<file path="config.mk">
export PLATFORM = sky130hd
export DESIGN_NAME = held_note_drone_register_top
export DESIGN_NICKNAME = d
export VERILOG_FILES = /design/src/hdl/hndr_pkg.sv /design/src/hdl/hndr_dp.sv /design/src/hdl/hndr_ctrl.sv /design/src/hdl/held_note_drone_register_top.sv
export VERILOG_INCLUDE_DIRS = /design/src /design/src/hdl
export SDC_FILE = /design/constraint.sdc
export NUM_CORES = 1
export LEC_CHECK = 0
export BUFFER_PORTS_ARGS = -buffer_cell sky130_fd_sc_hd__buf_2
export CAP_MARGIN = 20
export CORE_ASPECT_RATIO = 1.2
export CORE_MARGIN = 5
export CORE_UTILIZATION = 25
export CTS_CLUSTER_SIZE = 10
export DETAILED_ROUTE_END_ITERATION = 16
export PLACE_DENSITY = 0.43
export SKIP_LAST_GASP = 1
export SLEW_MARGIN = 40
export SYNTH_ARGS = -nofsm -noshare
export SYNTH_HDL_FRONTEND = slang
export SYNTH_SLANG_ARGS = --single-unit
</file>
<file path="constraint.sdc">
create_clock -name clock -period 5.29 [get_ports clock]
set_input_delay 0.529 -clock clock [delete_from_list [all_inputs] [get_ports clock]]
set_output_delay 0.529 -clock clock [all_outputs]
set_load 0.02 [all_outputs]
</file>
<file path="src/hdl/held_note_drone_register_top_assert.svh">
// Assertion macros for the held-note drone register.
// Each macro checks on the rising edge of clock and is off while reset is high.
`ifndef HELD_NOTE_DRONE_REGISTER_TOP_ASSERT_SVH
`define HELD_NOTE_DRONE_REGISTER_TOP_ASSERT_SVH
`ifndef ASSERT_OFF
// Same-cycle implication.
`define HNDR_ASSERT_SAME(label, ante, cons, msg) \
   label: assert property (@(posedge clock) disable iff (reset) (ante) |-> (cons)) \
      else $error(msg);
// Next-cycle implication.
`define HNDR_ASSERT_NEXT(label, ante, cons, msg) \
   label: assert property (@(posedge clock) disable iff (reset) (ante) |=> (cons)) \
      else $error(msg);
`else
`define HNDR_ASSERT_SAME(label, ante, cons, msg)
`define HNDR_ASSERT_NEXT(label, ante, cons, msg)
`endif
`endif

</file>
<file path="src/hdl/hndr_pkg.sv">
package hndr_pkg;

   localparam int MAX_HELD_DEFAULT           = 8;
   localparam int UPPER_MIN_INTERVAL_DEFAULT = 7;

   localparam int NOTE_W  = 7;
   localparam int VEL_W   = 7;
   localparam int OP_W    = 2;
   localparam int TOTAL_W = 4;

   localparam logic [NOTE_W-1:0] DRONE_RESET = NOTE_W'(38);

   // event kinds
   localparam logic [OP_W-1:0] OP_NOTE_ON  = 2'd0;
   localparam logic [OP_W-1:0] OP_NOTE_OFF = 2'd1;
   localparam logic [OP_W-1:0] OP_ALL_OFF  = 2'd2;

   typedef enum logic [2:0] {
      ST_IDLE,
      ST_SEARCH,
      ST_APPLY,
      ST_SHIFT,
      ST_SCAN_INIT,
      ST_SCAN,
      ST_FINISH
   } state_type;

   typedef enum logic [2:0] {
      CMD_NONE,
      CMD_LOAD,
      CMD_SEARCH,
      CMD_APPLY,
      CMD_SHIFT,
      CMD_SCAN_INIT,
      CMD_SCAN,
      CMD_FINISH
   } cmd_type;

   typedef struct packed {
      logic idx_end;       // walk index reached the held count
      logic shift_needed;  // note off hit a held entry
      logic out_free;      // result register can take a new result
   } status_type;

   // result fields, gate_on in the lowest bit
   typedef struct packed {
      logic [TOTAL_W-1:0] held_total;
      logic               drone_changed;
      logic               fresh_attack;
      logic [VEL_W-1:0]   attack_velocity;
      logic [NOTE_W-1:0]  upper_out;
      logic               upper_valid;
      logic [NOTE_W-1:0]  drone_out;
      logic               gate_on;
   } rsp_fields_type;

endpackage

</file>
<file path="src/hdl/hndr_dp.sv">
module hndr_dp
   import hndr_pkg::*;
#(
   parameter int MAX_HELD           = MAX_HELD_DEFAULT,
   parameter int UPPER_MIN_INTERVAL = UPPER_MIN_INTERVAL_DEFAULT
) (
   input  logic              clock,
   input  logic              reset,
   input  cmd_type           cmd,
   output status_type        status,
   input  logic [OP_W-1:0]   req_op,
   input  logic [NOTE_W-1:0] req_note,
   input  logic [VEL_W-1:0]  req_velocity,
   output logic              rsp_valid,
   input  logic              rsp_tready,
   output rsp_fields_type    rsp_fields
);

   localparam int CW = $clog2(MAX_HELD + 1);
   localparam int IW = $clog2(MAX_HELD);

   logic [NOTE_W-1:0] list_ff [MAX_HELD];
   logic              list_we;
   logic [IW-1:0]     list_waddr;
   logic [NOTE_W-1:0] list_wdata;
   logic [CW-1:0]     rd_addr;
   logic [NOTE_W-1:0] rd_data;

   logic [OP_W-1:0]   op_ff, op_in;
   logic [NOTE_W-1:0] note_ff, note_in;
   logic [VEL_W-1:0]  vel_ff, vel_in;
   logic [CW-1:0]     idx_ff, idx_in;
   logic [IW-1:0]     pos_ff, pos_in;
   logic              found_ff, found_in;
   logic [NOTE_W-1:0] lo_ff, lo_in;
   logic [NOTE_W-1:0] hi_ff, hi_in;
   logic [CW-1:0]     count_ff, count_in;
   logic              gate_ff, gate_in;
   logic [NOTE_W-1:0] drone_ff, drone_in;
   logic [VEL_W-1:0]  latvel_ff, latvel_in;
   logic              fresh_ff, fresh_in;
   logic              rsp_valid_ff, rsp_valid_in;
   rsp_fields_type    rsp_ff, rsp_in;
   logic              up_valid;
   logic [NOTE_W-1:0] span;

   // shift reads the entry above the one being written
   assign rd_addr = (cmd == CMD_SHIFT) ? idx_ff + CW'(1) : idx_ff;
   assign rd_data = list_ff[rd_addr[IW-1:0]];
   assign span    = hi_ff - lo_ff;

   always_comb begin
      op_in        = op_ff;
      note_in      = note_ff;
      vel_in       = vel_ff;
      idx_in       = idx_ff;
      pos_in       = pos_ff;
      found_in     = found_ff;
      lo_in        = lo_ff;
      hi_in        = hi_ff;
      count_in     = count_ff;
      gate_in      = gate_ff;
      drone_in     = drone_ff;
      latvel_in    = latvel_ff;
      fresh_in     = fresh_ff;
      rsp_in       = rsp_ff;
      rsp_valid_in = rsp_valid_ff && !rsp_tready;
      list_we      = 1'b0;
      list_waddr   = idx_ff[IW-1:0];
      list_wdata   = rd_data;
      up_valid     = 1'b0;
      unique case (cmd)
         CMD_NONE: begin
         end
         CMD_LOAD: begin
            op_in    = req_op;
            note_in  = req_note;
            vel_in   = req_velocity;
            idx_in   = '0;
            found_in = 1'b0;
         end
         CMD_SEARCH: begin
            if (rd_data == note_ff) begin
               found_in = 1'b1;
               pos_in   = idx_ff[IW-1:0];
            end
            idx_in = idx_ff + CW'(1);
         end
         CMD_APPLY: begin
            fresh_in = 1'b0;
            unique case (op_ff)
               OP_NOTE_ON: begin
                  fresh_in = !gate_ff;
                  gate_in  = 1'b1;
                  if (!gate_ff) begin
                     latvel_in = vel_ff;
                  end
                  if (!found_ff && count_ff < CW'(MAX_HELD)) begin
                     list_we    = 1'b1;
                     list_waddr = count_ff[IW-1:0];
                     list_wdata = note_ff;
                     count_in   = count_ff + CW'(1);
                  end
               end
               OP_NOTE_OFF: begin
                  if (found_ff) begin
                     count_in = count_ff - CW'(1);
                     gate_in  = (count_ff != CW'(1));
                     idx_in   = CW'(pos_ff);
                  end else begin
                     gate_in = (count_ff != '0);
                  end
               end
               OP_ALL_OFF: begin
                  count_in = '0;
                  gate_in  = 1'b0;
               end
               default: begin
               end
            endcase
         end
         CMD_SHIFT: begin
            list_we    = 1'b1;
            list_waddr = idx_ff[IW-1:0];
            list_wdata = rd_data;
            idx_in     = idx_ff + CW'(1);
         end
         CMD_SCAN_INIT: begin
            idx_in = '0;
            lo_in  = '1;
            hi_in  = '0;
         end
         CMD_SCAN: begin
            if (rd_data < lo_ff) begin
               lo_in = rd_data;
            end
            if (rd_data > hi_ff) begin
               hi_in = rd_data;
            end
            idx_in = idx_ff + CW'(1);
         end
         CMD_FINISH: begin
            rsp_in.drone_changed = 1'b0;
            if (count_ff != '0) begin
               drone_in             = lo_ff;
               rsp_in.drone_changed = (lo_ff != drone_ff);
               up_valid             = (span >= NOTE_W'(UPPER_MIN_INTERVAL));
            end
            rsp_in.gate_on         = gate_ff;
            rsp_in.drone_out       = drone_in;
            rsp_in.upper_valid     = up_valid;
            rsp_in.upper_out       = up_valid ? hi_ff : '0;
            rsp_in.attack_velocity = latvel_ff;
            rsp_in.fresh_attack    = fresh_ff;
            rsp_in.held_total      = TOTAL_W'(count_ff);
            rsp_valid_in           = 1'b1;
         end
         default: begin
         end
      endcase
   end

   always_ff @(posedge clock) begin
      if (list_we) begin
         list_ff[list_waddr] <= list_wdata;
      end
   end

   always_ff @(posedge clock) begin
      op_ff    <= op_in;
      note_ff  <= note_in;
      vel_ff   <= vel_in;
      idx_ff   <= idx_in;
      pos_ff   <= pos_in;
      found_ff <= found_in;
      lo_ff    <= lo_in;
      hi_ff    <= hi_in;
      fresh_ff <= fresh_in;
      rsp_ff   <= rsp_in;
   end

   always_ff @(posedge clock) begin
      if (reset) begin
         count_ff     <= '0;
         gate_ff      <= 1'b0;
         drone_ff     <= DRONE_RESET;
         latvel_ff    <= '0;
         rsp_valid_ff <= 1'b0;
      end else begin
         count_ff     <= count_in;
         gate_ff      <= gate_in;
         drone_ff     <= drone_in;
         latvel_ff    <= latvel_in;
         rsp_valid_ff <= rsp_valid_in;
      end
   end

   assign status.idx_end      = (idx_ff >= count_ff);
   assign status.shift_needed = (op_ff == OP_NOTE_OFF) && found_ff;
   assign status.out_free     = !rsp_valid_ff || rsp_tready;
   assign rsp_valid           = rsp_valid_ff;
   assign rsp_fields          = rsp_ff;

endmodule

</file>
<file path="src/hdl/hndr_ctrl.sv">
module hndr_ctrl
   import hndr_pkg::*;
(
   input  logic       clock,
   input  logic       reset,
   input  logic       req_tvalid,
   output logic       req_tready,
   input  status_type status,
   output cmd_type    cmd
);

   state_type state_ff, state_in;

   always_comb begin
      state_in = state_ff;
      unique case (state_ff)
         ST_IDLE:      if (req_tvalid) state_in = ST_SEARCH;
         ST_SEARCH:    if (status.idx_end) state_in = ST_APPLY;
         ST_APPLY:     state_in = status.shift_needed ? ST_SHIFT : ST_SCAN_INIT;
         ST_SHIFT:     if (status.idx_end) state_in = ST_SCAN_INIT;
         ST_SCAN_INIT: state_in = ST_SCAN;
         ST_SCAN:      if (status.idx_end) state_in = ST_FINISH;
         ST_FINISH:    if (status.out_free) state_in = ST_IDLE;
         default:      state_in = ST_IDLE;
      endcase
   end

   always_comb begin
      req_tready = 1'b0;
      cmd        = CMD_NONE;
      unique case (state_ff)
         ST_IDLE: begin
            req_tready = 1'b1;
            if (req_tvalid) cmd = CMD_LOAD;
         end
         ST_SEARCH:    if (!status.idx_end) cmd = CMD_SEARCH;
         ST_APPLY:     cmd = CMD_APPLY;
         ST_SHIFT:     if (!status.idx_end) cmd = CMD_SHIFT;
         ST_SCAN_INIT: cmd = CMD_SCAN_INIT;
         ST_SCAN:      if (!status.idx_end) cmd = CMD_SCAN;
         ST_FINISH:    if (status.out_free) cmd = CMD_FINISH;
         default:      cmd = CMD_NONE;
      endcase
   end

   always_ff @(posedge clock) begin
      if (reset) begin
         state_ff <= ST_IDLE;
      end else begin
         state_ff <= state_in;
      end
   end

endmodule

</file>
<file path="src/hdl/held_note_drone_register_top.sv">
// Channel   Dir  Payload
// req_      in   tuser: op; tdata: note, velocity
// rsp_      out  tdata: gate_on, drone_out, upper_valid, upper_out, attack_velocity,
//                       fresh_attack, drone_changed, held_total
//
// One event is worked at a time. From the accepting edge to the result load it walks
// the N held notes before the event (search walk), then, for a note off that removes a
// held note, shifts the entries above it down, then walks the M held notes after it
// (min/max walk). All walks go one list entry per cycle through a single read port.
// Reset (synchronous, high) empties the list, closes the gate, sets the drone to 38.
// The result register lets the next event in while a result waits; a stalled result
// only holds the controller in its final state.
`include "held_note_drone_register_top_assert.svh"

module held_note_drone_register_top
   import hndr_pkg::*;
#(
   parameter int MAX_HELD           = MAX_HELD_DEFAULT,
   parameter int UPPER_MIN_INTERVAL = UPPER_MIN_INTERVAL_DEFAULT
) (
   input  logic        clock,
   input  logic        reset,
   input  logic        req_tvalid,
   output logic        req_tready,
   input  logic [15:0] req_tdata,   // [6:0] note, [13:7] velocity, [15:14] zero
   input  logic [1:0]  req_tuser,   // [1:0] op
   output logic        rsp_tvalid,
   input  logic        rsp_tready,
   output logic [31:0] rsp_tdata    // [0] gate_on, [7:1] drone_out, [8] upper_valid,
                                    // [15:9] upper_out, [22:16] attack_velocity,
                                    // [23] fresh_attack, [24] drone_changed,
                                    // [28:25] held_total, [31:29] zero
);

   cmd_type        cmd;
   status_type     status;
   rsp_fields_type rsp_fields;

   // sequencer: walks search, update, shift, scan and result load
   hndr_ctrl u_ctrl (
      .clock      (clock),
      .reset      (reset),
      .req_tvalid (req_tvalid),
      .req_tready (req_tready),
      .status     (status),
      .cmd        (cmd)
   );

   // note list, gate/drone state and the result register
   hndr_dp #(
      .MAX_HELD           (MAX_HELD),
      .UPPER_MIN_INTERVAL (UPPER_MIN_INTERVAL)
   ) u_dp (
      .clock        (clock),
      .reset        (reset),
      .cmd          (cmd),
      .status       (status),
      .req_op       (req_tuser),
      .req_note     (req_tdata[6:0]),
      .req_velocity (req_tdata[13:7]),
      .rsp_valid    (rsp_tvalid),
      .rsp_tready   (rsp_tready),
      .rsp_fields   (rsp_fields)
   );

   assign rsp_tdata = {3'b000, rsp_fields};

   // a fresh attack always leaves the gate open
   `HNDR_ASSERT_SAME(a_fresh_gate, rsp_tvalid && rsp_fields.fresh_attack, rsp_fields.gate_on, "fresh attack with gate closed")
   // an upper note needs at least one held note
   `HNDR_ASSERT_SAME(a_upper_gate, rsp_tvalid && rsp_fields.upper_valid, rsp_fields.gate_on, "upper note with gate closed")
   // one event at a time: busy right after a transfer in
   `HNDR_ASSERT_NEXT(a_busy_after_accept, req_tvalid && req_tready, !req_tready, "second event taken while busy")

endmodule

</file>
Word-level counts from Yosys, hierarchy flattened
Memory sizes are Yosys's and may differ from the RTL's. Cells that the tools add are included.

Register bits: 91. Bits of input ports: 22. Output and inout port bits: 34. Memories kept: 1. Memory bits (writable): 56. Logic and storage cells: 134.

Add/sub/neg operators: 4. $lt $le $gt $ge: 5. Bitwise gates (word level): 1. Reduce and logical (&&, ||, !) cells: 26. Multiplexer cells: 44. Equal/unequal tests: 30.

Memory list: u_dp.list_ff (words 8, width 7, read ports 1, clocked after Yosys merged registers in 0, wr ports 1, RTL line hndr_dp.sv:22) `logic [NOTE_W-1:0] list_ff [MAX_HELD];`.

Operators by type and width (number): $mux 7 (6); $pmux 3 s7 (2); $mux 3 (13); $pmux 7 s2 (2); $pmux 4 s3 (2); $eq 3x3->1 const B (7); $ne 2x1->1 const B (10); $mux 4 (4); $eq 3x2->1 const B (4); $mux 1 (11); $reduce_and 2->1 (5); $add 4x1->4 const B (2); $eq 7x7->1 (1); $ge 7x3->1 const B (1); $gt 7x7->1 (1); $lt 7x7->1 (1); $ne 7x7->1 (1); $sub 7x7->7 (1); $eq 3x1->1 const B (2); $reduce_and 3->1 (2); $reduce_bool 3->1 (2); $reduce_and 5->1 (1); $ge 4x4->1 (1); $logic_not 1->1 (4); 19 further kinds (24).

Longest topological paths before layout
Gate-level depths: netlist (run 1). An unclocked memory read counts as a cell.

Depth in word-level cells: 10. Gate-level depth with buffers: 19. Gate-level depth less buffers: 15.

Hierarchy
From an unflattened synthesis (run 1), not the netlist that was laid out.

Cell total of the unflattened synthesis: 562. Area, all modules: 7110.6 um^2.

By module, submodules not included: hndr_dp (cells each 521, times used 1, sequential area each 4124.0 um^2, area an instance 6786.5 um^2); hndr_ctrl (cells each 37, times used 1, sequential area each 60.1 um^2, area an instance 297.8 um^2); held_note_drone_register_top (cells each 4, times used 1, sequential area each 0.0 um^2, area an instance 26.3 um^2).

Least setup slack after synthesis (run 1)
No wires, ideal clock.

Path type: reg-to-reg. From: register u_dp.idx_ff[0]. To: register u_dp.lo_ff[0] (enable). Buffers on the path: 3. Stages on the path, launching flop included: 17. Arrival: 4.163 ns. Data required time: 4.897 ns. Path slack: 0.733 ns. Clock period less this slack: 4.557 ns. Setup time: 0.393 ns. Path through: edfxtp_1 -> buf_6 -> buf_6 -> inv_1 -> ha_1 -> nor3b_2 -> o211ai_2 -> or3_1 -> buf_2 -> nand2_2 -> mux4_2 -> o31ai_2 -> inv_1 -> ha_1 -> a21oi_1 -> nor2b_1 -> o41ai_1.

Longest elaborated chain between the ends: 9. Elaborated cells on any way between the ends: 15. Those cells by class: add/sub (1); order compare (2); eq/ne (4); mux (5); reduce/logical (2); memory (1).

RTL lines: start: declaration (RTL line hndr_dp.sv:32) `logic [CW-1:0] idx_ff, idx_in;`; start signal: assignment (RTL line hndr_dp.sv:173) `idx_ff <= idx_in;`; $ge 4x4->1 (RTL line hndr_dp.sv:198) `assign status.idx_end = (idx_ff >= count_ff);`; $mux 3, or another cell as far along (RTL line hndr_ctrl.sv:40) `ST_SCAN: if (!status.idx_end) cmd = CMD_SCAN;`; $pmux 3 s7 (RTL line hndr_ctrl.sv:31) `unique case (state_ff)`; $eq 3x3->1 (RTL line hndr_dp.sv:48) `assign rd_addr = (cmd == CMD_SHIFT) ? idx_ff + CW'(1) : idx_ff;`; $mux 3 (*) (RTL line hndr_dp.sv:48); $mem_v2 8x7 (*); via u_dp.rd_data[5] (RTL line hndr_dp.sv:27) `logic [NOTE_W-1:0] rd_data;`; $lt 7x7->1 (*) (RTL line hndr_dp.sv:134) `if (rd_data < lo_ff) begin`; $ne 2x1->1 (no source line) (*); $reduce_and 2->1 (no source line) (*); end signal: assignment (RTL line hndr_dp.sv:176) `lo_ff <= lo_in;`; end: declaration (RTL line hndr_dp.sv:35) `logic [NOTE_W-1:0] lo_ff, lo_in;`.

Mark *: on every way through the listed nets, which the timed path passes. The rest lies on a longest branch. A chain may end at the register's enable or synchronous reset.

Worst setup path in the final report (run 1)
From: register u_dp.idx_ff[0]. To: register u_dp.lo_ff[6] (enable).

Same word-level chain as after synthesis.

==> results of run 1 <==
## placed cells by master, fill, tap and decap left out, types with 13 or more instances in the layout
cell,Yosys,final
clkbuf_16,0,18
nor2_1,50,42
nand2_1,52,52
o21ai_0,28,24
mux2i_1,21,21
nand3_1,15,15
a21oi_1,19,19
ha_1,32,32
dfxtp_1,23,23
nor3_1,13,13
edfxtp_1,124,124
mux4_2,22,22
buf_2,5,50
buf_4,9,13
inv_1,34,34
## stage by stage
stage               hold WS, ps  setup slack, ps  util, %  power, mW
detailed placement        420.1            893.2    27.57      2.779
finish                    283.2            951.9    29.51      3.914
global placement          408.4            871.1    27.50      2.750
global route              259.0            591.3    29.51      4.132
CTS                       256.8            886.8    29.51      3.964
floorplan                 400.3            733.4        -      2.409
## cell type report
| type | count | area share (%) |
|---|---|---|
| Sequential cell | 147 | 48.16 |
| Multi-Input combinational cell | 377 | 34.13 |
| Tap cell | 390 | 5.616 |
| Clock buffer | 22 | 5.472 |
| Timing Repair Buffer | 63 | 4.003 |
| Inverter | 35 | 1.512 |
| Clock inverter | 10 | 1.109 |
## sequential cells by signal, summed over array words and instances, names as in the netlist
| name | count |
|---|---|
| u_dp.latvel_ff | 7 |
| u_dp.vel_ff | 7 |
| u_dp.rsp_fields | 29 |
| u_dp.note_ff | 7 |
| u_dp.hi_ff | 7 |
| u_dp.lo_ff | 7 |
| u_ctrl.state_ff | 3 |
| u_dp.gate_ff | 1 |
| u_dp.op_ff | 2 |
| u_dp.rsp_valid | 1 |
| u_dp.found_ff | 1 |
| u_dp.count_ff | 4 |
| u_dp.pos_ff | 3 |
| u_dp.list_ff | 56 |
| u_dp.idx_ff | 4 |
| u_dp.drone_ff | 7 |
| u_dp.fresh_ff | 1 |
## metal layers
| metal | GRT usage [%] | routed length, um |
|---|---|---|
| met1 | 12.80 | 7658 |
| met2 | 19.44 | 9225 |
| met3 | 2.644 | 767 |
| met4 | 4.841 | 469 |
| met5 | 0 | 0 |
## kinds of logic after synthesis
family	share of synthesized area, %
buffers and inverters	4.029
muxes	11.38
adders and majority gates	5.665
AOI/OAI and AO/OA	8.548
DFF	56.38
other	0.05053
and+or+nand+nor	11.97
xor gates and xnor gates	1.973
## worst paths after layout
kind              slack, ps             endpoint  cells after the start
hold / removal          280      u_dp.note_ff[6]                      1
hold reg to reg         440  u_dp.rsp_fields[19]                      0
setup / recovery        950        u_dp.lo_ff[6]                     16
setup reg to reg        950        u_dp.lo_ff[6]                     16
## critical path: cells and delay by family, from the launching register on
kind	cells	cell delay (ps)
AOI/OAI and AO/OA	7	1280
and+or+nand+nor	3	970
buffers and inverters	4	790
adders and majority gates	2	610
DFF	1	400
## power breakdown
part / switching, mW / internal [mW]
clock: 0.478 / 0.692
combinational: 0.752 / 0.501
sequential: 0.0679 / 1.42
==> impl_results.md, run 1 <==
* Placed cell areas at 8117 um^2
* Max VDD drop at 0.0002611 V
* Slew headroom at 49.68%
* Initial core utilization at 25.21%
* Worst-path maximum fanout at 11
* Post-synth EDFFs at 124
* Max stage delay cell, worst path: or3_1
* Pin count of the biggest net entering global routing at 24
* DRC Markers at 0
* Kind of critical path: reg2reg
* Gr usage total at 11.02%
* Vias at about 4,800
* Cells after synthesis at 587
* Hpwl dp at 13,310 um
* Post-CTS Setup Bufs at 0
* Routability congestion estimate at roughly 0.80
* Most common cell in the netlist: edfxtp_1
* Critical Path End Type: flip-flop
* Synth unique cells at between 60 and 70
* HP Class: in2reg
* CTS Sinks at 147
* CTS root buffer: clkbuf_16
* Asr flop ratio synth at 0%
* Reg area at 4184 um^2
* Reg clk slew, reported paths at 60 ps
* Area Growth Syn to Fin at 17.08%
* Fin nets at 696
* Chip Height at between 150 and 200 um
* Most instantiated cells after synthesis: edfxtp_1, nand2_1, nor2_1, inv_1, ha_1
* DR WL/cell at 17.36 um
* FILL cells at 2,971
* CP startpoint kind: flip-flop
* Port Buffer Count at 50
* Htree depth at 4
* Pins Over Slew Limit at 0
* Syn Area/Cell at approximately 13 um^2
* Unrepaired setup endpoints after global routing: no
* Placement Rows at 69
* Fin area at 8688 um^2
* CTS buffer count at 17
* Sum of negative setup slack at 0 ps
* Inst Count DP at 1,012
* Max incr delay on CP at between 500 and 600 ps
* Critical path arrival at 4470 ps
* Die Wd at 167.3 um
* Ant. Diodes at 0
* Post_cts resized at 0
* Pwr Density at between 400 and 500 nW/um^2
* Status: complete, no violations
* CP required at 5420 ps
* Final hold violations at 0
* Final setup vio count at 0
* Multi-input gate area at 2965 um^2
* Cts hold-fix bufs at 0
* Synthesized cell area at 7421 um^2
* Ys Warns at 0
* Synth top area share at 50.18%
* Peak Freq at 0.2305 GHz
* I/O pins at between 50 and 60
* Area leader, netlist: edfxtp_1
* Worst skew pair latency at 420 ps
* Number of synthesized register bits at about 150
* Vias in the first global route at 5,013
* Start point of the critical path: u_dp.idx_ff[0]
* Worst-path cell chain: buf_4, inv_1, ha_1, nor3b_2, o211ai_2, or3_1, nand2_2, o21ai_0, o21ai_0, inv_1, ha_1, a21o_1, a21oi_1, a21oi_1, o41ai_1, buf_4
* Worst r2r src: u_dp.idx_ff[0]
* Layout Skew at 9.467 ps
* Die Area at about 33,000 um^2
* Post-Layout Cell Count at 1,044
* Max Root-Sink Buffers at 2
* Synth Flop Type: edfxtp_1
* Core Area at 29,440 um^2
* ANT nets after route at 0
* Global-route wire length before repair at 28,060 um
* Final period util at 82.01%
* Grt ovf at 0
* Total Wirelength at 18,120 um
* Tmin final at 4338 ps
* Drt pass-1 iters at 4
* Seq/Total Area, Yosys at 56.38%
* Share of post-route cells with drive strength above 1 at around 22%
* Hold Crit Start: req_tdata[6]
* Total of max-cap violations at 0
* Slew @ Worst Pin at 754.7 ps
* Top post-synthesis cells by area: edfxtp_1, mux4_2, dfxtp_1
* Initial antenna violation count at 0
* Vias/cell at 4.556
* CTS tree: done
* P_leak at 3.203 nW
* DRT iter0 DRCs at 248
Power figures use the tool's default switching activity.
==> run 2: changes to the inputs <==
--- a/config.mk
+++ b/config.mk
@@ -13,7 +13,7 @@
 export CORE_UTILIZATION = 25
 export CTS_CLUSTER_SIZE = 10
 export DETAILED_ROUTE_END_ITERATION = 16
-export PLACE_DENSITY = 0.43
+export PLACE_DENSITY = 0.44
 export SKIP_LAST_GASP = 1
 export SLEW_MARGIN = 40
 export SYNTH_ARGS = -nofsm -noshare
==> constraint.sdc (replaced) <==
create_clock -name clock -period 3.8 [get_ports clock]
set_input_delay 0.38 -clock clock [delete_from_list [all_inputs] [get_ports clock]]
set_output_delay 0.38 -clock clock [all_outputs]
set_load 0.02 [all_outputs]
==> impl_results.md, run 2 (synthesis results as in run 1) <==
* Grt ovf at 0 (unchanged)
* Slew @ Worst Pin at 659.7 ps (-95.08 ps)
* Total Wirelength at 18,080 um (-0.21%)
* Initial antenna violation count at 0 (unchanged)
* Core Util, Final at 30.60% (+1.1 points)
* Commonest non-fill, non-tap cells in the layout: edfxtp_1, nand2_1, nor2_1, buf_2, buf_4
* Status: complete, no violations
* Gr usage total at 11.03% (+0.014 points)
* Final hold violations at 0 (unchanged)
* CTS root buffer: clkbuf_16
* Port Buffer Count at 50 (unchanged)
* Vias at 4,843 (+1.8%)
* Htree depth at 4 (unchanged)
* Fin nets at 724 (+4.0%)
* Slew headroom at 55.73% (+6.0 points)
* Worst R2R Path Depth at 14 (-2)
* Fin area at 9009 um^2 (+3.7%)
* Placed cell areas at 8392 um^2 (+3.4%)
* Vias in the first global route at 4,977 (-0.72%)
* Ant. Diodes at 0 (unchanged)
* Pins Over Slew Limit at 0 (unchanged)
* Vias/cell at 4.518 (-0.83%)
* P_leak at 3.366 nW (+5.1%)
* Critical path arrival at 3800 ps (-670 ps)
* Initial core utilization at 25.21% (unchanged)
* HP Class: in2reg
* CTS Sinks at 147 (unchanged)
* Total of max-cap violations at 0 (unchanged)
* CTS buffer count at 17 (unchanged)
* Worst r2r dst: u_dp.hi_ff[2]
* I/O pins at 56 (unchanged)
* Largest register FFs at 56 (unchanged)
* Layout Skew at 8.016 ps (-1.451 ps)
* DRC Markers at 0 (unchanged)
* Critical path endpoint: u_dp.hi_ff[2]
* Worst skew pair latency at 420 ps (about the same)
* Die Area at 33,240 um^2 (unchanged)
* Area Growth Syn to Fin at 21.40%
* DR WL/cell at 16.87 um (-2.8%)
* Global-route wire length before repair at 28,190 um (+0.47%)
* Pin count of the biggest net entering global routing at 26 (+8.3%)
* Hpwl dp at 13,880 um (+4.3%)
* Share of post-route cells with drive strength above 1 at 24.93% (+3.2 points)
* Pre-CTS setup slack at 120.0 ps (-773.2 ps)
* Worst r2r src: u_dp.idx_ff[0]
* Max Root-Sink Buffers at 2 (unchanged)
* Max VDD drop at 0.0002858 V (+9.5%)
* Tmin final at 3678 ps (-659.7 ps)
* ANT nets after route at 0 (unchanged)
* Kind of critical path: reg2reg
* Setup slack, reg-to-reg at 120 ps (-830 ps)
* Drt pass-1 iters at 5 (+1)
* CP startpoint kind: flip-flop
* Reg clk slew, reported paths at 60 ps (about the same)
* Pwr Density at 630.3 nW/um^2 (+40%)
* Worst-path maximum fanout at 7 (-4)
* Most flop-heavy register: u_dp.list_ff
* Peak Freq at 0.2719 GHz (+18%)
* Chip Height at 198.7 um (unchanged)
* Most common cell after layout, fill and taps aside: edfxtp_1
* Final period util at 96.80% (+15 points)
* Core Area at 29,440 um^2 (unchanged)
* Start point of the critical path: u_dp.idx_ff[0]
* Tot Pwr at 5.678 mW (+45%)
* Die Wd at 167.3 um (unchanged)
* Final setup vio count at 0 (unchanged)
* CP required at 3920 ps (-1500 ps)
* Routability congestion estimate at 0.8014 (-0.17%)
* DRT iter0 DRCs at 157 (-37%)
* Worst hold slack at 130.5 ps (-152.7 ps)
* CTS tree: done
* Placement Rows at 69 (unchanged)
* Worst Setup Slack, final at 121.5 ps (-830.3 ps)
* Critical Path End Type: flip-flop
[run 2: cell types whose count changed in the layout (fill, tap and decap cells not counted), sizes merged]
cell and change:
buf +28, bufinv +2, clkbuf -3, clkinvlp +4
inv -3
[run 2: power breakdown]
| part | internal (mW) | switching, mW | total [mW] | leakage [nW] |
|---|---|---|---|---|
| logic | 0.813 | 1.13 | 1.94 | 1.77 |
| registers | 1.98 | 0.0655 | 2.05 | 1.32 |
| clock network | 1.03 | 0.662 | 1.69 | 0.275 |
[run 2: how the worst min path moves through the flow]
stage,from,to,slack [ps],depth (start not counted)
final,req_tdata[4],u_dp.note_ff[4],130,1
after global placement,u_dp.fresh_ff,u_dp.rsp_fields[23],410,0
after global routing,req_tdata[4],u_dp.note_ff[4],110,1
after floorplan,u_dp.fresh_ff,u_dp.rsp_fields[23],400,0
after detailed placement,u_dp.latvel_ff[1],u_dp.rsp_fields[17],420,0
after CTS,req_tdata[4],u_dp.note_ff[4],100,1
[run 2: layout make-up]
class / count / area (um^2)
fillers: 2955 / 20430
flip-flops and latches: 147 / 4184
multi-input cells: 377 / 3022
repair buffers: 91 / 586.8
well taps: 390 / 488.0
clock buffers: 19 / 432.9
clock inverters: 13 / 158.9
inverters: 35 / 136.4
[run 2: what timing repair did]
| action | 4_1_cts | 5_1_grt |
|---|---|---|
| endpoints found under the setup margin | 0 | 14 |
| setup buffers | 0 | 0 |
| gates resized for setup | 0 | 5 |
| hold buffers | 0 | 0 |
[run 2: layer usage]
metal	routed length [um]	part of all wire [%]	track usage, %
met2	9404	52	19.84
met3	645	3.6	2.604
met1	7604	42	12.87
met5	0	0	0
met4	429	2.4	4.029
[run 2: per-stage QoR]
stage | setup TNS (ps) | std cells
floorplan | -580.6 | 589
CTS | 0 | 1072
finish | 0 | 1072
global placement | 0 | 1040
global route | -17.28 | 1072
detailed placement | 0 | 1040
[run 2: critical path: stages (launching register included)]
cell	delay, ps
edfxtp_1	500
inv_6	100
ha_4	200
nor3b_4	220
o211ai_2	170
or3_4	380
nand2_4	120
mux4_2	330
o31ai_4	290
inv_1	110
ha_1	300
nand4_1	160
o21ai_1	220
o221ai_2	110
nand2_2	170
